--- src/swrl_pkg.sv ---
package swrl_pkg;

  // Default sizing
  localparam int unsigned CLIENTS_DEF   = 16;
  localparam int unsigned LOG_DEPTH_DEF = 64;

  // Fixed field widths
  localparam int unsigned CLIENT_W  = 4;
  localparam int unsigned NOW_W     = 48;
  localparam int unsigned MAXREQ_W  = 7;
  localparam int unsigned WINDOW_W  = 27;
  localparam int unsigned CFG_W     = 27;
  localparam int unsigned CFG_IDX_W = 1;
  localparam int unsigned INWIN_W   = 7;

  // Wide enough for any count or limit (LOG_DEPTH <= 1024)
  localparam int unsigned CMP_W = 11;

  // Register indexes
  localparam logic [CFG_IDX_W-1:0] REG_MAX_REQUESTS = 1'b0;
  localparam logic [CFG_IDX_W-1:0] REG_WINDOW_MS    = 1'b1;

  // Register reset values
  localparam logic [MAXREQ_W-1:0] MAXREQ_RST = 7'd60;
  localparam logic [WINDOW_W-1:0] WINDOW_RST = 27'd60000;

  // Controller -> datapath
  typedef struct packed {
    logic clear_wr;   // write zero to the slot table at the sweep index
    logic load_req;   // capture request, read slot table
    logic load_meta;  // capture head/count, read oldest stamp
    logic pop;        // drop oldest stamp
    logic commit;     // decide, write back, load result register
  } cmd_t;

  // Datapath -> controller
  typedef struct packed {
    logic clear_last;
    logic oor;
    logic meta_zero;
    logic stale;
    logic count_one;
  } status_t;

endpackage

--- src/swrl_ctrl.sv ---
module swrl_ctrl (
  input  logic              clk_i,
  input  logic              rst_ni,
  input  logic              in_valid_i,
  output logic              in_stall_o,
  output logic              out_valid_o,
  input  logic              out_stall_i,
  output swrl_pkg::cmd_t    cmd_o,
  input  swrl_pkg::status_t sts_i
);

  typedef enum logic [4:0] {
    S_CLEAR  = 5'b00001,
    S_IDLE   = 5'b00010,
    S_META   = 5'b00100,
    S_CHECK  = 5'b01000,
    S_DECIDE = 5'b10000
  } state_e;

  state_e state_q, state_d;
  logic   out_valid_q, out_valid_d;
  logic   accept;
  logic   out_free;

  assign accept   = in_valid_i && (state_q == S_IDLE);
  assign out_free = !out_valid_q || !out_stall_i;

  always_comb begin
    state_d = state_q;
    cmd_o   = '0;
    unique case (state_q)
      S_CLEAR: begin
        cmd_o.clear_wr = 1'b1;
        if (sts_i.clear_last) begin
          state_d = S_IDLE;
        end
      end
      S_IDLE: begin
        cmd_o.load_req = accept;
        if (accept) begin
          state_d = S_META;
        end
      end
      S_META: begin
        if (sts_i.oor) begin
          state_d = S_DECIDE;
        end else begin
          cmd_o.load_meta = 1'b1;
          state_d = sts_i.meta_zero ? S_DECIDE : S_CHECK;
        end
      end
      S_CHECK: begin
        if (sts_i.stale) begin
          cmd_o.pop = 1'b1;
          if (sts_i.count_one) begin
            state_d = S_DECIDE;
          end
        end else begin
          state_d = S_DECIDE;
        end
      end
      S_DECIDE: begin
        if (out_free) begin
          cmd_o.commit = 1'b1;
          state_d = S_IDLE;
        end
      end
      default: state_d = S_IDLE;
    endcase
  end

  always_comb begin
    out_valid_d = out_valid_q;
    priority if (cmd_o.commit) begin
      out_valid_d = 1'b1;
    end else if (!out_stall_i) begin
      out_valid_d = 1'b0;
    end else begin
      out_valid_d = out_valid_q;
    end
  end

  always_ff @(posedge clk_i or negedge rst_ni) begin
    if (!rst_ni) begin
      state_q     <= S_CLEAR;
      out_valid_q <= 1'b0;
    end else begin
      state_q     <= state_d;
      out_valid_q <= out_valid_d;
    end
  end

  assign in_stall_o  = (state_q != S_IDLE);
  assign out_valid_o = out_valid_q;

endmodule

--- config.mk ---
export PLATFORM = sky130hd
export DESIGN_NAME = swrl_ctrl
export DESIGN_NICKNAME = d
export VERILOG_FILES = /design/src/swrl_pkg.sv /design/src/swrl_ctrl.sv
export SDC_FILE = /design/constraint.sdc
export NUM_CORES = 1
export LEC_CHECK = 0
export BUFFER_PORTS_ARGS = -buffer_cell sky130_fd_sc_hd__buf_2
export CAP_MARGIN = 20
export CORE_AREA = 2 2 39 41
export DETAILED_ROUTE_END_ITERATION = 7
export DIE_AREA = 0 0 41 43
export GPL_ROUTABILITY_DRIVEN = 0
export SYNTH_ARGS = -nofsm -noshare
export SYNTH_HDL_FRONTEND = slang
export SYNTH_SLANG_ARGS = --single-unit
--- constraint.sdc ---
create_clock -name clk_i -period 1.5 [get_ports clk_i]
set_input_delay 0.3 -clock clk_i [delete_from_list [all_inputs] [get_ports clk_i]]
set_output_delay 0.3 -clock clk_i [all_outputs]
set_load 0.01 [all_outputs]
### Word level (Yosys, flattened, before mapping)

Index checks and enable logic that the tools add are counted.

| word-level totals | value |
|---|---|
| register bits | 6 |
| output and inout port bits | 7 |
| bits of input ports | 9 |
| word-level logic and storage cells | 36 |

| cells by class | value |
|---|---|
| reductions and logical operators | 5 |
| mux-type cells | 18 |
| equality and inequality tests | 11 |

Operator list:

| operator | number |
|---|---|
| 2-to-1 mux 5 bit | 7 |
| one-hot mux 5 bit (5 select lines) | 1 |
| 2-to-1 mux 1 bit | 10 |
| != test 2 bit (second input constant) | 3 |
| == test 5 x 1 -> 1 bit (second input constant) | 1 |
| == test 5 x 2 -> 1 bit (second input constant) | 1 |
| == test 5 x 3 -> 1 bit (second input constant) | 1 |
| == test 5 x 4 -> 1 bit (second input constant) | 1 |
| == test 5 bit (second input constant) | 1 |
| != test 5 x 2 -> 1 bit (second input constant) | 1 |
| AND reduction 4 bit | 1 |
| != test 3 bit (second input constant) | 1 |
| logical NOT 1 bit | 2 |
| != test 2 x 1 -> 1 bit (second input constant) | 1 |
| logical AND 1 bit | 1 |
| logical OR 1 bit | 1 |

### Logic depth before layout (Yosys ltp)

Gate-level depths: netlist (run 1).

| depth | value |
|---|---|
| word-level depth | 5 |
| depth in mapped cells | 4 |

### Worst setup path before layout (run 1)

OpenSTA, ideal clock, no wires.

| path | value |
|---|---|
| kind | flip-flop to output port |
| start | reg state_q[3] |
| end | out cmd_o[3] (netlist name) |
| arrival | 1.146 ns |
| path slack | 0.054 ns |
| stages on the path, launching flop included | 4 |
| path through | dfrtp_1 > nor3_1 > nand3b_1 > nor2_1 |

RTL lines:

| element | line | text |
|---|---|---|
| start: declaration | swrl_ctrl.sv:20 | `state_e state_q, state_d;` |
| start signal: assignment | swrl_ctrl.sv:88 | `state_q <= state_d;` |
| end: declaration | swrl_ctrl.sv:8 | `output swrl_pkg::cmd_t cmd_o,` |

==> results.toml, run 1 <==
[clock_tree]
cts_buffer_depth = 2
cts_tree = "done"
root_buffer = "clkbuf_4"
clk_latency_ns = 0.25
clock_sinks = 6
clkTransAtPathRegs_ns = 0.05
h-tree-depth = 1
cts_made_buffers = 3

[floorplan]
io_pins = 16
fp-row-count = 14
die_area_um2 = 1760
die_w_um = 41
die_y_um = 43
core-area_um2 = 1380
start_util = 0.250

[logic_synthesis]
ys_seq_area_frac = 0.438
synth_fa_ha_area_frac = 0
synthMuxAreaShare = 0
synth_nets = 47
synth_flop_cell = "dfrtp_1"
synth_cells = 38
avgSynthCellArea_um2 = 9.09
syn_area_um2 = 345
synth_compound_area_frac = 0.163
ys_ff_latch = 6
ys_warn_count = 0
synth_top_family_by_area = "simple AND/OR/NAND/NOR gates"
synth_cell_types = 23
synthXorXnorAreaFrac = 0
synth-edff-count = 0
async_flop_share = 1.00
yosys.area_share.simple = 0.355

[route]
drc = 0
routed_wl_um = 930
wl_per_cell_um = 11.5
drt-pass1-iter-count = 6
postRouteAntennaNets = 0
via_per_inst = 4.64
drt_iter0_drc = 6
vias = 376

[setup_path]
critical_path_class = "register to primary output"
end_kind = "primary output"
arrival_ns = 1.35
cp_max_fo = 3
worstPathRequired_ns = 1.20
setup.worst_path.start_class = "register"

[hold_path]
min_path_type = "primary input to register"

[final_layout]
syn_to_final_growth_pct = 67.4
stdcell_area_um2 = 578
utilization = 0.418
antennaDiodeCount = 0
fin_nets = 75
drive_above_1_share = 0.569

[run_status]
violations = "negative setup slack"
status = "complete, but fails checks"

[placed_design]
port_buffers = 15
dpl.hpwl_um = 603
postPlaceCellArea_um2 = 448

[global_routing]
overflow = 0
grt_pass1_wl_mm = 1.39
antenna_found_initial = 0
grt_pass1_vias = 331
grt_max_degree = 7
grt_usage = 0.117

[timing]
tightestPinTransition_ns = 0.283
fin_crit_ns = 1.65
setup_viol = 6
drv_slew = 0
hold_slack_ns = 0.268
max_freq_mhz = 607
slew_headroom = 0.810
setup_slack_ns = -0.146
rsz0062_at_grt = "true"
skew_ns = 0.00778
hold_viol = 0
finalCritPeriodShare = 1.10

[power_and_ir_drop]
power_density_nw_per_um2 = 1600
p_leak_nw = 0.290
p_total_w = 0.000927
peakVddDrop_v = 0.000622

[run]
drv_cap = 0
power breakdown:
group | switching [W] | leakage [nW] | internal, W
sequential | 0.0000629 | 0.0723 | 0.000206
combinational | 0.000212 | 0.203 | 0.000283
clock | 0.0000626 | 0.0150 | 0.000101
total | 0.000337 | 0.290 | 0.000590
registers in the layout, indices dropped and copies added (netlist names):
name	count
out_valid_o	1
state_q	5
layout by cell type, fill, tap and decap left out, drive strengths merged, types with 2 or more instances in the layout:
| master | n |
|---|---|
| nor3 | 2 |
| clkbuf | 4 |
| inv | 2 |
| buf | 23 |
| dfrtp | 5 |
| o21ai | 3 |
| nand2 | 6 |
| nor2 | 4 |
| nor2b | 2 |
cells by family (layout without fill, tap and decap cells):
kind of cell	after synthesis	after routing
DFF	6	6
AOI/OAI and AO/OA	8	8
and+or+nand+nor	21	21
buffers and inverters	3	30
per-layer routing:
| layer | up-vias | GRT usage | part of all wire |
|---|---|---|---|
| met5 | - | 0 | 0 |
| met2 | 13 | 0.166 | 0.50 |
| li1 | 188 | - | - |
| met4 | 0 | 0.0400 | 0 |
| met3 | 0 | 0.0628 | 0.085 |
| met1 | 175 | 0.148 | 0.42 |
cells in the mapped netlist, types with 2 or more instances:
master   count  share of area
nand2_1      6          0.065
dfrtp_1      5           0.36
nor2_1       4          0.043
inv_1        2          0.022
nor2b_1      2          0.036
o21ai_0      2          0.029
path summary, 6_finish.rpt:
| check | start | to | slack [ns] | depth (start not counted) |
|---|---|---|---|---|
| worst min-delay path | sts_i[2] | state_q[3] | 0.27 | 2 |
| max in group asynchronous | rst_ni | state_q[0] | 0.87 | 2 |
| worst max-delay path | state_q[1] | cmd_o[0] | -0.15 | 4 |
| worst min register to register | out_valid_o | out_valid_o | 0.62 | 2 |
| worst max register to register | state_q[1] | state_q[4] | 0.05 | 5 |
| min in group asynchronous | rst_ni | state_q[4] | 0.40 | 2 |
worst max-delay path, cell delays in order (launching register included):
cell     delay, ns
dfrtp_2       0.43
nor4_2        0.30
nand2_1       0.13
a21oi_2       0.11
buf_2         0.13
metrics by stage:
step	cells	worst slack (ns)	TNS, ns
after floorplan	38	0.0538	0
after global placement	70	0.0447	0
after detailed placement	70	-0.00712	-0.00712
after CTS	79	-0.139	-0.507
after global routing	81	-0.206	-0.891
final	81	-0.146	-0.494
timing repair:
action,4_1_cts,5_1_grt
buffers inserted,4,3
hold buffers,1,0
endpoints found under the setup margin,6,8
pin swaps,4,6
endpoints found under the hold margin,5,0
resized for setup,6,5
layout make-up:
| cell class | instances | area, um2 |
|---|---|---|
| inverter | 2 | 7.51 |
| timing repair buffer | 24 | 155 |
| tap | 16 | 20.0 |
| clock buffer | 4 | 26.3 |
| sequential | 6 | 155 |
| multi-input combinational | 29 | 214 |
| fill | 148 | 806 |
No activity file was read; power rests on OpenSTA's default activity.
==> run 2: changes to the inputs <==
PLACE_DENSITY = 0.54   (was unset)
==> run 2 against run 1 <==
Against the previous run: the flow still finishes with violations (negative setup slack); register-to-register slack improved by 0.06 ns; count of clock-buffer cells in the layout stayed put; clock power rose by 3%; core utilization fell by 0.99 points; power is 5.3% lower; critical path depth unchanged; non-clock buffer count unchanged; worst hold slack gained 0.0033 ns; first-iteration DRC count is 17% lower.
==> results.toml, run 2 (same netlist as run 1, synthesis figures left out) <==
[final_layout]
largest_register_ffs = 5
antennaDiodeCount = 0
layout_common_cells = "14 x buf_2, 7 x buf_4, 6 x nand2_1, 4 x nor2_1"
syn_to_final_growth_pct = 63.4
drive_above_1_share = 0.538
fin_nets = 75
utilization = 0.408
largest_register = "state_q"
final_cells = 81
final_common_cell = "buf_2"

[placed_design]
port_buffers = 15
dpl.hpwl_um = 644
dp_cells = 72

[timing]
drv_slew = 0
max_freq_mhz = 614
setup_slack_ns = -0.130
skew_ns = 0.00773
hold_viol = 0
slew_headroom = 0.836
tightestPinTransition_ns = 0.244
rsz0062_at_grt = "true"
finalCritPeriodShare = 1.09
setup_viol = 5
fin_crit_ns = 1.63

[setup_path]
rr_worst_depth = 5
cp_slowest_cell = "dfrtp_2"
end_kind = "primary output"
crit_path_cell_trace = "nor4_4, nand2_1, a21oi_1, buf_2"
crit_family = "flip-flops"
r2r-end = "state_q[4]"
slowest_delay_ns = 0.44
setup.worst_path.start_class = "register"
worstPathRequired_ns = 1.20
r2r_slack_ns = 0.11
path_buf_inv = 1
cp_max_fo = 3
arrival_ns = 1.33
worst_r2r_startpoint = "state_q[1]"
critical_path_class = "register to primary output"

[floorplan]
die_area_um2 = 1760
start_util = 0.250
die_w_um = 41
io_pins = 16
core-area_um2 = 1380
die_y_um = 43
fp-row-count = 14

[power_and_ir_drop]
p_leak_nw = 0.292
seqPwrFrac = 0.288
clock_power_share = 0.193
power_density_nw_per_um2 = 1560
combinationalPowerShare = 0.520
peakVddDrop_v = 0.000862
p_int_w = 0.000558
p_sw_w = 0.000319
p_sw_frac = 0.364

[route]
wl_per_cell_um = 11.1
drc = 0
postRouteAntennaNets = 0
drt_iter0_drc = 5
vias = 372
via_per_inst = 4.59
routed_wl_um = 898
drt-pass1-iter-count = 2

[clock_tree]
root_buffer = "clkbuf_4"
cts_tree = "done"
clk_latency_ns = 0.25
cts_made_buffers = 3
clkTransAtPathRegs_ns = 0.05
h-tree-depth = 1
cts_buffer_depth = 2
clock_sinks = 6

[run]
drv_cap = 0

[global_routing]
grt_pass1_wl_mm = 1.51
grt_usage = 0.134
grt_max_degree = 7
grt_pass1_vias = 352
overflow = 0
antenna_found_initial = 0

[hold_path]
min_path_type = "primary input to register"
hold-path-cell-count = 2
hp-start = "sts_i[2]"
hold_end = "state_q[3]"

[run_status]
violations = "negative setup slack"
status = "complete, but fails checks"
[run 2: how the worst max path moves through the flow]
stage / start / to / depth (start not counted)
after detailed placement: state_q[1] / state_q[4] / 5
after CTS: state_q[3] / cmd_o[0] / 5
after global placement: state_q[1] / state_q[4] / 5
final: state_q[1] / cmd_o[0] / 4
after floorplan: state_q[3] / cmd_o[3] / 3
after global routing: state_q[3] / cmd_o[0] / 5
[run 2: stage by stage]
step | setup slack, ns | TNS (ns) | power [W] | hold slack, ns | cell area, um2
6_report | -0.130 | -0.274 | 0.000878 | 0.272 | 564
4_1_cts | -0.117 | -0.394 | 0.000849 | 0.270 | 547
3_3_place_gp | 0.0930 | 0 | 0.000564 | 0.131 | 463
5_1_grt | -0.224 | -0.751 | 0.000950 | 0.284 | 564
2_1_floorplan | 0.0538 | 0 | 0.000437 | 0.00441 | 345
3_5_place_dp | 0.0847 | 0 | 0.000569 | 0.138 | 463
[run 2: layout make-up]
cell class | instances | area, um2
clock buffers | 4 | 26.3
fillers | 151 | 820
multi-input cells | 29 | 201
inverters | 2 | 7.51
repair buffers | 24 | 155
flip-flops and latches | 6 | 154
well taps | 16 | 20.0
[run 2: power by group through the flow]
stage	logic [W]	clock network (W)	registers, W
detailed placement	0.000323	0	0.000246
CTS	0.000428	0.000177	0.000244
finish	0.000456	0.000169	0.000252
global placement	0.000319	0	0.000245
floorplan	0.000193	0	0.000244
global route	0.000505	0.000187	0.000258
[run 2: routing by layer]
metal / vias to the layer above / track usage / part of all wire
met3: 2 / 0.0785 / 0.053
met4: 0 / 0.0600 / 0.0089
li1: 192 / - / -
met1: 166 / 0.179 / 0.47
met2: 12 / 0.169 / 0.46
met5: - / 0 / 0
[run 2: repair_timing]
| item | in CTS | in global routing |
|---|---|---|
| pin swaps | 3 | 1 |
| endpoints found under the setup margin | 6 | 6 |
| endpoints found under the hold margin | 5 | 0 |
| hold buffers | 1 | 0 |
| buffers inserted | 3 | 1 |
| gates resized for setup | 5 | 3 |
==> run 3: changes to the inputs <==
RECOVER_POWER = 50   (was unset)
==> run 3 against run 2 <==
Against the previous run: the flow still finishes with violations (negative setup slack); register-to-register slack barely moved; core utilization fell by 0.090 points; routed wire length rose by 0.33%; critical path type unchanged.
==> results.toml, run 3 (same netlist as run 1, synthesis figures left out) <==
[clock_tree]
h-tree-depth = 1
cts_buffer_depth = 2
clock_sinks = 6
clkTransAtPathRegs_ns = 0.05
root_buffer = "clkbuf_4"
cts_tree = "done"
clk_latency_ns = 0.25
cts_made_buffers = 3

[setup_path]
setup.worst_path.start_class = "register"
worstPathRequired_ns = 1.20
end_kind = "primary output"
crit_family = "flip-flops"
crit_path_cell_trace = "nor4_4, nand2_1, a21oi_1, buf_2"
path_buf_inv = 1
critical_path_class = "register to primary output"
arrival_ns = 1.33
slowest_delay_ns = 0.44
cp_slowest_cell = "dfrtp_2"
cp_max_fo = 3

[route]
vias = 369
drt_iter0_drc = 5
via_per_inst = 4.56
dr.max_layer_used = "met4"
met1_length_um = 430
routed_wl_um = 901
route.met2.wl_um = 414
drt-pass1-iter-count = 2
met3RoutedLength_um = 46
drc = 0
postRouteAntennaNets = 0
wl_per_cell_um = 11.1

[timing]
tightestPinTransition_ns = 0.377
drv_slew = 0
fin_crit_ns = 1.63
hold_viol = 0
rsz0062_at_grt = "true"
setup_viol = 5
setup_slack_ns = -0.126
finalCritPeriodShare = 1.08
slew_headroom = 0.748
max_freq_mhz = 615
skew_ns = 0.00707

[power_and_ir_drop]
combinationalPowerShare = 0.520
p_leak_nw = 0.289
peakVddDrop_v = 0.000862
p_int_w = 0.000558
p_sw_w = 0.000319
seqPwrFrac = 0.288
clock_power_share = 0.192
p_sw_frac = 0.363
power_density_nw_per_um2 = 1560

[final_layout]
largest_register = "state_q"
final_common_cell = "buf_2"
antennaDiodeCount = 0
layout_common_cells = "13 x buf_2, 7 x buf_4, 6 x nand2_1, 4 x nor2_1"
drive_above_1_share = 0.523
syn_to_final_growth_pct = 63.0
stdcell_area_um2 = 563
fin_nets = 75
largest_register_ffs = 5

[floorplan]
die_w_um = 41
fp-row-count = 14
start_util = 0.250
core-area_um2 = 1380
die_y_um = 43
die_area_um2 = 1760
io_pins = 16

[global_routing]
grt_pass1_vias = 352
grt_usage = 0.134
overflow = 0
grt_pass1_wl_mm = 1.51
grt_max_degree = 7
antenna_found_initial = 0

[placed_design]
dp_slack_ns = 0.0847
postPlaceCellArea_um2 = 463
dpl.hpwl_um = 644
port_buffers = 15

[run_status]
violations = "negative setup slack"
status = "complete, but fails checks"

[run]
drv_cap = 0

[hold_path]
min_path_type = "primary input to register"
[run 3: cell count changes in the layout (fill, tap and decap cells not counted)]
cell / previous run / this run
buf_2: 14 / 13
clkbuf_1: 1 / 2
[run 3: final cells by class]
cell class	count	area, um2
clock buffer	4	26.3
fill	151	821
inverter	2	7.51
multi-input combinational	29	201
sequential	6	154
tap	16	20.0
timing repair buffer	24	154
[run 3: final timing paths]
check                       startpoint           to  slack, ns  cells past startpoint
setup / recovery            state_q[1]     cmd_o[0]      -0.13                      4
hold / removal                sts_i[2]   state_q[3]       0.27                      2
setup reg to reg            state_q[1]   state_q[4]       0.12                      5
hold reg to reg            out_valid_o  out_valid_o       0.56                      2
max in group asynchronous       rst_ni   state_q[0]       0.71                      2
min in group asynchronous       rst_ni  out_valid_o       0.47                      2
[run 3: timing repair]
item	in CTS	in global routing
setup endpoints to repair	6	6
hold endpoints to repair	5	0
pin swaps	3	1
buffers inserted	3	1
gates resized for setup	5	3
hold buffers	1	0
[run 3: power groups by stage]
stage	Combinational [W]	Sequential, W	Clock [W]
after detailed placement	0.000323	0.000246	0
after global routing	0.000505	0.000258	0.000187
after floorplan	0.000193	0.000244	0
final	0.000455	0.000253	0.000169
after CTS	0.000428	0.000244	0.000177
after global placement	0.000319	0.000245	0
[run 3: routing by layer]
layer | vias to the layer above | global-route usage
li1 | 191 | -
met1 | 164 | 0.179
met2 | 12 | 0.169
met3 | 2 | 0.0785
met4 | 0 | 0.0600
met5 | - | 0
[run 3: through the flow]
step | setup TNS, ns | hold slack [ns] | total power, W | std cells | utilization
2_1_floorplan | 0 | 0.00441 | 0.000437 | 38 | -
3_3_place_gp | 0 | 0.131 | 0.000564 | 72 | 0.335
3_5_place_dp | 0 | 0.138 | 0.000569 | 72 | 0.335
4_1_cts | -0.394 | 0.270 | 0.000849 | 80 | 0.395
5_1_grt | -0.751 | 0.284 | 0.000949 | 81 | 0.407
6_report | -0.271 | 0.272 | 0.000877 | 81 | 0.407
